===== config.mk =====
export PLATFORM = sky130hd
export DESIGN_NAME = depth_to_color_gradient
export DESIGN_NICKNAME = d
export VERILOG_FILES = /design/src/sv/dcg_pkg.sv /design/src/sv/depth_to_color_gradient.sv
export VERILOG_INCLUDE_DIRS = /design/src /design/src/sv
export SDC_FILE = /design/constraint.sdc
export NUM_CORES = 2
export LEC_CHECK = 0
export ABC_AREA = 1
export BUFFER_PORTS_ARGS = -buffer_cell sky130_fd_sc_hd__buf_2
export CAP_MARGIN = 40
export CORE_UTILIZATION = 45
export DETAILED_ROUTE_END_ITERATION = 8
export GPL_ROUTABILITY_DRIVEN = 0
export SLEW_MARGIN = 10
export SYNTH_ARGS = -nofsm -noshare
export SYNTH_HDL_FRONTEND = slang
export SYNTH_SLANG_ARGS = --single-unit

===== constraint.sdc =====
create_clock -name clk -period 11.3 [get_ports clk]
set_input_delay 1.13 -clock clk [delete_from_list [all_inputs] [get_ports clk]]
set_output_delay 1.13 -clock clk [all_outputs]
set_load 0.03 [all_outputs]

===== src/sv/depth_to_color_gradient_assert.svh =====
// Assertion macros for the depth-to-color gradient block.
`ifndef DEPTH_TO_COLOR_GRADIENT_ASSERT_SVH
`define DEPTH_TO_COLOR_GRADIENT_ASSERT_SVH
`ifndef SYNTHESIS
// Same-cycle implication, checked on every rising edge out of reset.
`define DCG_ASSERT_IMPLIES(label, clk, rst_n, ante, cons) \
    label: assert property (@(posedge clk) disable iff (!rst_n) (ante) |-> (cons)) \
        else $error("dcg assertion failed");
// Implication with a delay between antecedent and consequent.
`define DCG_ASSERT_DELAY5(label, clk, rst_n, ante, cons) \
    label: assert property (@(posedge clk) disable iff (!rst_n) (ante) |-> ##5 (cons)) \
        else $error("dcg assertion failed");
`else
`define DCG_ASSERT_IMPLIES(label, clk, rst_n, ante, cons)
`define DCG_ASSERT_DELAY5(label, clk, rst_n, ante, cons)
`endif
`endif


===== src/sv/dcg_pkg.sv =====
// Shared types and constants for the depth-to-color gradient block.
package dcg_pkg;

    // Default values of the top-level parameters.
    localparam int DEPTH_BITS_DEF   = 11;
    localparam int PALETTE_SIZE_DEF = 4;
    localparam int FRAC_BITS_DEF    = 12;

    // Fixed field widths.
    localparam int WIN_W      = 16;
    localparam int CNT_W      = 3;
    localparam int COLOR_W    = 24;
    localparam int CHAN_W     = 8;
    localparam int CFG_IDX_W  = 3;
    localparam int CFG_DATA_W = 24;
    localparam int MAX_COLORS = 4;

    // Register indexes of the configuration port.
    typedef enum logic [CFG_IDX_W-1:0] {
        REG_WINDOW_START  = 3'd0,
        REG_WINDOW_END    = 3'd1,
        REG_PALETTE_COUNT = 3'd2,
        REG_COLOR_0       = 3'd3,
        REG_COLOR_1       = 3'd4,
        REG_COLOR_2       = 3'd5,
        REG_COLOR_3       = 3'd6
    } cfg_reg_t;

    // Reset values of the configuration registers.
    localparam logic signed [WIN_W-1:0] WINDOW_START_RST  = -16'sd1597;
    localparam logic signed [WIN_W-1:0] WINDOW_END_RST    = 16'sd8192;
    localparam logic [CNT_W-1:0]        PALETTE_COUNT_RST = 3'd4;
    localparam logic [MAX_COLORS-1:0][COLOR_W-1:0] COLOR_RST = {
        24'h03001E, 24'h7303C0, 24'hEC38BC, 24'hFDEFF9
    };

endpackage


===== src/sv/depth_to_color_gradient.sv =====
// Depth-to-color gradient pipeline: depth sample in, interpolated RGB pixel out.
// A sample accepted at one clock edge shows its pixel with done high once it
// has passed the five register stages of the pipeline (difference, multiply,
// window add and clamp, palette select, channel blend).
// Throughput: one sample per clock; busy stays low since the receiver cannot stall.
// Reset clears every stage's valid flag and loads the default window and palette.
`include "depth_to_color_gradient_assert.svh"

module depth_to_color_gradient #(
    parameter int DEPTH_BITS   = dcg_pkg::DEPTH_BITS_DEF,
    parameter int PALETTE_SIZE = dcg_pkg::PALETTE_SIZE_DEF,
    parameter int FRAC_BITS    = dcg_pkg::FRAC_BITS_DEF
) (
    input  logic                              clk,
    input  logic                              rst_n,
    input  logic                              start,
    output logic                              busy,
    input  logic [DEPTH_BITS-1:0]             depth_sample,
    input  logic                              cfg_we,
    input  logic [dcg_pkg::CFG_IDX_W-1:0]     cfg_index,
    input  logic [dcg_pkg::CFG_DATA_W-1:0]    cfg_data,
    output logic                              done,
    output logic [dcg_pkg::CHAN_W-1:0]        red,
    output logic [dcg_pkg::CHAN_W-1:0]        green,
    output logic [dcg_pkg::CHAN_W-1:0]        blue
);

    localparam int WIN_W   = dcg_pkg::WIN_W;
    localparam int CHAN_W  = dcg_pkg::CHAN_W;
    localparam int COLOR_W = dcg_pkg::COLOR_W;
    localparam int CNT_W   = dcg_pkg::CNT_W;
    localparam int DIFF_W  = WIN_W + 1;
    localparam int PROD_W  = DIFF_W + DEPTH_BITS + 1;
    localparam int V_W     = PROD_W - DEPTH_BITS;
    localparam int F_W     = FRAC_BITS + 1;
    localparam int P_W     = FRAC_BITS + 3;
    localparam int IDX_W   = (PALETTE_SIZE > 2) ? 2 : 1;
    localparam int ACC_W   = CHAN_W + FRAC_BITS + 3;
    localparam logic signed [V_W-1:0] ONE_V = V_W'(1) << FRAC_BITS;

    // Configuration registers.
    logic signed [WIN_W-1:0]              window_start_reg;
    logic signed [WIN_W-1:0]              window_end_reg;
    logic [CNT_W-1:0]                     palette_count_reg;
    logic [PALETTE_SIZE-1:0][COLOR_W-1:0] color_reg;

    always_ff @(posedge clk or negedge rst_n)
    begin
        if (!rst_n)
        begin
            window_start_reg  <= dcg_pkg::WINDOW_START_RST;
            window_end_reg    <= dcg_pkg::WINDOW_END_RST;
            palette_count_reg <= dcg_pkg::PALETTE_COUNT_RST;
            for (int j = 0; j < PALETTE_SIZE; j++)
            begin
                color_reg[j] <= dcg_pkg::COLOR_RST[j];
            end
        end
        else if (cfg_we)
        begin
            case (cfg_index)
                dcg_pkg::REG_WINDOW_START:  window_start_reg  <= $signed(cfg_data[WIN_W-1:0]);
                dcg_pkg::REG_WINDOW_END:    window_end_reg    <= $signed(cfg_data[WIN_W-1:0]);
                dcg_pkg::REG_PALETTE_COUNT: palette_count_reg <= cfg_data[CNT_W-1:0];
                default:
                begin
                    // Color writes land only on palette entries that exist.
                    for (int j = 0; j < PALETTE_SIZE; j++)
                    begin
                        if (cfg_index == dcg_pkg::CFG_IDX_W'(int'(dcg_pkg::REG_COLOR_0) + j))
                        begin
                            color_reg[j] <= cfg_data[COLOR_W-1:0];
                        end
                    end
                end
            endcase
        end
    end

    // Pipeline valid flags.
    logic s1_valid_reg, s2_valid_reg, s3_valid_reg, s4_valid_reg, done_reg;

    always_ff @(posedge clk or negedge rst_n)
    begin
        if (!rst_n)
        begin
            s1_valid_reg <= 1'b0;
            s2_valid_reg <= 1'b0;
            s3_valid_reg <= 1'b0;
            s4_valid_reg <= 1'b0;
            done_reg     <= 1'b0;
        end
        else
        begin
            s1_valid_reg <= start;
            s2_valid_reg <= s1_valid_reg;
            s3_valid_reg <= s2_valid_reg;
            s4_valid_reg <= s3_valid_reg;
            done_reg     <= s4_valid_reg;
        end
    end

    assign busy = 1'b0;
    assign done = done_reg;

    // Stage 1: capture the sample and the window span.
    logic [DEPTH_BITS-1:0]    s1_depth_reg;
    logic signed [DIFF_W-1:0] s1_span_reg;
    logic signed [DIFF_W-1:0] s1_span_next;

    assign s1_span_next = DIFF_W'(window_end_reg) - DIFF_W'(window_start_reg);

    always_ff @(posedge clk)
    begin
        if (start)
        begin
            s1_depth_reg <= depth_sample;
            s1_span_reg  <= s1_span_next;
        end
    end

    // Stage 2: span times depth.
    logic signed [PROD_W-1:0] s2_prod_reg;
    logic signed [PROD_W-1:0] s2_prod_next;

    assign s2_prod_next = PROD_W'(s1_span_reg * $signed({1'b0, s1_depth_reg}));

    always_ff @(posedge clk)
    begin
        if (s1_valid_reg)
        begin
            s2_prod_reg <= s2_prod_next;
        end
    end

    // Stage 3: floor divide by full scale, add the window start, clamp to 0..one.
    logic [F_W-1:0]        s3_pos_reg;
    logic [F_W-1:0]        s3_pos_next;
    logic signed [V_W-1:0] s3_v;

    always_comb
    begin
        s3_v = V_W'(window_start_reg) + V_W'(s2_prod_reg >>> DEPTH_BITS);
        if (s3_v < 0)
        begin
            s3_pos_next = '0;
        end
        else if (s3_v > ONE_V)
        begin
            s3_pos_next = F_W'(ONE_V);
        end
        else
        begin
            s3_pos_next = F_W'(s3_v);
        end
    end

    always_ff @(posedge clk)
    begin
        if (s2_valid_reg)
        begin
            s3_pos_reg <= s3_pos_next;
        end
    end

    // Stage 4: scale the position by the palette span and pick two neighbors.
    logic [COLOR_W-1:0] s4_a_reg, s4_b_reg, s4_a_next, s4_b_next;
    logic [F_W-1:0]     s4_f_reg, s4_f_next;
    logic [CNT_W-1:0]   n_sat;
    logic [1:0]         n_m1;
    logic [P_W-1:0]     p_scaled;
    logic [2:0]         seg_idx;
    logic [1:0]         seg_lo;
    logic [1:0]         seg_hi;

    always_comb
    begin
        if (palette_count_reg > CNT_W'(PALETTE_SIZE))
        begin
            n_sat = CNT_W'(PALETTE_SIZE);
        end
        else
        begin
            n_sat = palette_count_reg;
        end
        n_m1     = 2'(n_sat - 1'b1);
        p_scaled = P_W'(s3_pos_reg) * P_W'(n_m1);
        seg_idx  = p_scaled[P_W-1:FRAC_BITS];
        seg_lo   = seg_idx[1:0];
        s4_f_next = F_W'(p_scaled[FRAC_BITS-1:0]);
        // The top of the range blends fully into the last color in use.
        if (seg_idx >= 3'(n_m1))
        begin
            seg_lo    = 2'(n_m1 - 1'b1);
            s4_f_next = F_W'(ONE_V);
        end
        seg_hi    = 2'(seg_lo + 1'b1);
        s4_a_next = color_reg[seg_lo[IDX_W-1:0]];
        s4_b_next = color_reg[seg_hi[IDX_W-1:0]];
        // An empty palette gives black, a single color gives color 0.
        if (n_sat == '0)
        begin
            s4_a_next = '0;
            s4_b_next = '0;
            s4_f_next = '0;
        end
        else if (n_sat == CNT_W'(1))
        begin
            s4_a_next = color_reg[0];
            s4_b_next = color_reg[0];
            s4_f_next = '0;
        end
    end

    always_ff @(posedge clk)
    begin
        if (s3_valid_reg)
        begin
            s4_a_reg <= s4_a_next;
            s4_b_reg <= s4_b_next;
            s4_f_reg <= s4_f_next;
        end
    end

    // Stage 5: per-channel linear blend with truncation.
    logic signed [CHAN_W:0]  ch_diff [3];
    logic signed [ACC_W-1:0] ch_acc  [3];
    logic [CHAN_W-1:0]       ch_out  [3];
    logic [CHAN_W-1:0]       red_reg, green_reg, blue_reg;

    always_comb
    begin
        for (int k = 0; k < 3; k++)
        begin
            ch_diff[k] = $signed({1'b0, s4_b_reg[CHAN_W*(2-k) +: CHAN_W]})
                       - $signed({1'b0, s4_a_reg[CHAN_W*(2-k) +: CHAN_W]});
            ch_acc[k]  = $signed(ACC_W'(s4_a_reg[CHAN_W*(2-k) +: CHAN_W]) << FRAC_BITS)
                       + ACC_W'(ch_diff[k] * $signed({1'b0, s4_f_reg}));
            ch_out[k]  = ch_acc[k][FRAC_BITS +: CHAN_W];
        end
    end

    always_ff @(posedge clk)
    begin
        if (s4_valid_reg)
        begin
            red_reg   <= ch_out[0];
            green_reg <= ch_out[1];
            blue_reg  <= ch_out[2];
        end
    end

    assign red   = red_reg;
    assign green = green_reg;
    assign blue  = blue_reg;

    // All three channels of the output beat are zero.
    logic black_px;
    assign black_px = (red == '0) && (green == '0) && (blue == '0);

    // Every accepted beat comes out with done at the end of the pipeline, and done rises for no other reason.
    `DCG_ASSERT_DELAY5(a_beat_out, clk, rst_n, start && !busy, done)
    `DCG_ASSERT_IMPLIES(a_beat_source, clk, rst_n, done, $past(start && !busy, 5))
    // An empty palette seen at the select stage yields a black pixel.
    `DCG_ASSERT_IMPLIES(a_black, clk, rst_n, done && !(|$past(palette_count_reg, 2)), black_px)

endmodule


* After elaboration in Yosys (flattened, before gate mapping)
Cells that the tools add are included.
Cells by class: bitwise gates (word level) 1, reduce and logical (&&, ||, !) cells 13, multipliers 5, $lt $le $gt $ge 6, add/subtract/negate cells 11, multiplexer cells 10, eq/ne operators 7
Operator list (count):
- $bmux 24 s2 | 2
- $mux 24 | 4
- $add 20x20->20 | 3
- $mul 9x14->20 | 3
- $mul 17x12->29 | 1
- $sub 8x8->9 | 3
- $mux 13 | 2
- $add 16x18->18 | 1
- $gt 18x14->1 const B | 1
- $lt 18x1->1 const B | 1
- $sub 16x16->17 | 1
- $mul 13x2->15 | 1
- $reduce_and 3->1 | 4
- $eq 3x3->1 const B | 3
- $eq 3x1->1 const B | 2
- $eq 3x2->1 const B | 2
- $logic_not 3->1 | 2
- $lt 2x3->1 const B | 2
- $reduce_and 2->1 | 3
- $reduce_or 3->1 | 2
- $reduce_or 2->1 | 2
- $sub 2x1->2 const B | 2
- $ge 3x2->1 | 1
- $gt 3x3->1 const B | 1
- 4 further kinds | 4
Word-level totals: input port bits 42, word-level logic and storage cells 77, register bits 291, output and inout port bits 26

* Logic depth before layout (Yosys ltp)
depth in word-level cells 10, gate-level depth with buffers 32, mapped depth without buffers 32

* Worst setup path after synthesis
No wires, ideal clock.
path type register -> register, from register s4_a_reg[8], to register green_reg[7] (netlist: green[7]), data pin, required time 11.048 ns, buffers on the path 0, setup time 0.252 ns, setup slack 5.140 ns, clock period less this slack 6.160 ns, stages on the path, launching flop included 26, arrival time 5.908 ns, path through edfxtp_1 ha_1 fa_1 o31ai_1 nand3_1 nand2_1 xor2_1 clkinv_1 nor2_1 fa_1 fa_1 fa_1 fa_1 inv_1 fa_1 inv_1 ha_1 a21oi_1 o21ai_0 a21oi_1 o21ai_0 a21o_1 a21oi_1 inv_1 nand2_1 nand2_1
RTL lines:
- start, declared | RTL line depth_to_color_gradient.sv:167 | logic [COLOR_W-1:0] s4_a_reg, s4_b_reg, s4_a_next, s4_b_next;
- start signal, assigned | RTL line depth_to_color_gradient.sv:219 | s4_a_reg <= s4_a_next;
- end signal, assigned | RTL line depth_to_color_gradient.sv:248 | green_reg <= ch_out[1];
- end, declared | RTL line depth_to_color_gradient.sv:229 | logic [CHAN_W-1:0] red_reg, green_reg, blue_reg;

==> impl_results.md <==
* FMAX at 146 MHz
* Hold path endpoint: window_end_reg[0]$_DFFE_PN0P_
* Crit start category: register
* Required time worst endpoint at 11.58 ns
* Clk sinks at 280
* Mux cell area share after synthesis at 0
* Post-CTS sizing at 0
* Synth Cell Area at 0.0332 mm^2
* Crit Path Category: register to register
* Pin count of the biggest net entering global routing at 74
* Pre-Repair DR Iteration Count at 6
* Dpl cell area at 0.0344 mm^2
* R2R Setup Slk at 4.47 ns
* Fin Setup TNS at 0 ns
* CP endpoint kind: register
* R2R Path End: green[7]$_DFFE_PP_
* Setup bufs post-CTS at 0
* Pins Over Slew Limit at 0
* CP max-delay cell: fa_1
* Critical Path AT at 7.11 ns
* Seq cells post-synth at 280
* CP Buf/Inv Count at 4
* Final setup fails at 0
* Total track usage at 0.228
* Initial antenna violation count at 0
* Area of the core at 0.0730 mm^2
* RSZ-0062 raised after global routing: no
* Clock Latency Late Sink at 0.55 ns
* Clock root buffer: clkbuf_16
* Actual slew at the worst max-slew pin at 0.913 ns
* Kind of cell adding the most delay to the critical path: adder cells
* Worst reg2reg startpoint: s4_a_reg[8]$_SDFFCE_PN0P_
* Max reg flops at 96
* Post-synth top flop: edfxtp_1
* I/O pin count at 68
* Xor-xnor portion of the synthesized cell area at 0.0267
* Final Hold Fails at 0
* Final Skew at 0.0395 ns
* Total CTS buffers at 35
* IO Port Bufs at 66
* Vias per std cell at 4.98
* Syn-to-layout area delta at 7.18%
* Rows at 99
* Grt ovf at 0
* Total wire length at 81,500 um
* Synthesized Nets at 4,901
* Die height at 274 um
* WHS Path Cells at 2
* Routed len/inst at 15.8 um
* Post-Synth Simple-Gate Area at 0.202
* Hold slack at 0.495 ns
* Cell repeated most along the worst path: fa_1
* Post-synthesis sequential area ratio at 0.235
* FF-to-FF path depth at 25
* Status: complete, no violations
* First-pass GRT wire length at 136,000 um
* Synth warnings at 0
* Number of antenna repair diodes at 0
* Syn_area_per_cell at 7.92 um^2
* Post-route cell area at 0.0356 mm^2
* Main combinational cell family by area after synthesis: adder cells
* CP peak stage delay at 0.51 ns
* HP Start: window_end_reg[0]$_DFFE_PN0P_
* Final nets at 4,876
* Vias in the first global route at 25,700
* CTS Buffer Depth at 3
* Die X at 274 um
* Cts hold-fix bufs at 0
* Min-delay worst type: register to register
* Max-cap viol count at 0
* Vias after detailed routing at 25,600
* Crit path time final at 6.83 ns
* CP Max Fanout at 10
* Post-Synth Adder-Cell Area at 0.350
* Final period util at 0.605
* Post-DRT Antenna Nets at 0
* Cells after synthesis at 4,188
* CTS clk-pin slew, worst paths at 0.07 ns
* Compound-gate portion of the synthesized area at 0.0633
* Starting density of the core at 0.455
* CTS H-tree depth at 2
* TritonCTS clock tree: yes
* DR iter-0 viols at 1,858
* Slew headroom at 0.391
* Die Area at 0.0748 mm^2
* Fin util at 0.488
* Drc violations at 0
* Ys async rst share at 0.486
* Synth cell types at 45
* HPWL after DPL at 61,400 um
* Layout cells sized above 1 at 0.0573
* Post-synth EDFFs at 144
## cell usage in the layout (no fill, tap or decap), types with 6 or more instances in the layout
cell type / instances
fa_1: 427
clkinv_2: 6
dfstp_2: 60
a21oi_1: 172
clkbuf_8: 8
o21ai_0: 184
edfxtp_1: 144
ha_1: 244
xor2_1: 62
clkinv_1: 12
xnor2_1: 39
nand3_1: 189
buf_4: 29
clkbuf_16: 39
nand2_1: 1091
dfrtp_1: 75
nor3_1: 18
buf_2: 65
nand3b_1: 9
nor2_1: 318
a21o_1: 11
nand4_1: 20
inv_1: 893
o21bai_1: 6
clkbuf_1: 6
## per-stage QoR
step / cells / setup WS, ns
after floorplan: 4188 / 5.14
after global placement: 5081 / 4.57
after detailed placement: 5084 / 4.55
after CTS: 5148 / 4.49
after global routing: 5149 / 3.90
final: 5149 / 4.47
## kinds of logic (layout without fill, tap and decap cells)
kind of cell	count (synthesis)	in the layout
AOI/OAI and AO/OA	396	396
xor gates and xnor gates	101	101
adders and majority gates	671	671
buffers and inverters	1067	1069
DFF	280	280
other	1	1
and+or+nand+nor	1672	1672
## layer usage
metal  GRT usage  wire (um)  vias up
met5           0          0        -
met4      0.0391       1270        0
met3      0.0357       4730       69
met2       0.351      35300      614
met1       0.340      40200    12300
li1            -          -    12600
## worst reg2reg max path, delay by kind of cell (launching register included)
| family | cells | cell delay [ns] |
|---|---|---|
| AO/OA/AOI/OAI | 7 | 1.38 |
| flip-flops | 1 | 0.50 |
| buffers and inverters | 4 | 0.50 |
| AND/OR/NAND/NOR | 5 | 0.56 |
| XOR/XNOR | 1 | 0.33 |
| adder cells (fa/ha/maj) | 8 | 3.29 |
## worst max-delay path by stage
| stage | to | startpoint | cells after the start | slack [ns] |
|---|---|---|---|---|
| finish | green[7]$_DFFE_PP_ | s4_a_reg[8]$_SDFFCE_PN0P_ | 25 | 4.47 |
| global route | green[7]$_DFFE_PP_ | s4_a_reg[8]$_SDFFCE_PN0P_ | 25 | 3.90 |
| CTS | green[7]$_DFFE_PP_ | s4_a_reg[8]$_SDFFCE_PN0P_ | 25 | 4.49 |
| detailed placement | green[7]$_DFFE_PP_ | s4_a_reg[8]$_SDFFCE_PN0P_ | 25 | 4.55 |
| global placement | green[7]$_DFFE_PP_ | s4_a_reg[8]$_SDFFCE_PN0P_ | 25 | 4.57 |
| floorplan | green[7]$_DFFE_PP_ | s4_a_reg[8]$_SDFFCE_PN0P_ | 25 | 5.14 |
## cell type report
type | instances | area, um^2
clock buffer | 53 | 1110
clock inverter | 11 | 78.8
fill | 7146 | 37400
inverter | 906 | 3400
multi-input combinational | 2841 | 21300
sequential | 280 | 7800
tap | 959 | 1200
timing repair buffer | 99 | 649
## synthesized netlist by cell type, types with 18 or more instances
library cell  count  area share
fa_1            427        0.26
clkbuf_1        117       0.013
xor2_1           62       0.016
nand3_1         190       0.029
dfrtp_1          76       0.057
dfstp_2          60       0.048
o21ai_0         184       0.028
buf_2            23      0.0035
nor2_1          319       0.036
edfxtp_1        144        0.13
inv_1           893        0.10
ha_1            244       0.092
nand4_1          20      0.0038
nor3_1           18      0.0027
nand2_1        1091        0.12
xnor2_1          39       0.010
a21oi_1         172       0.026
Power is left out: the tool's default activity adds up to more than one toggle a clock period on the data nets, which glitch-free logic cannot reach.
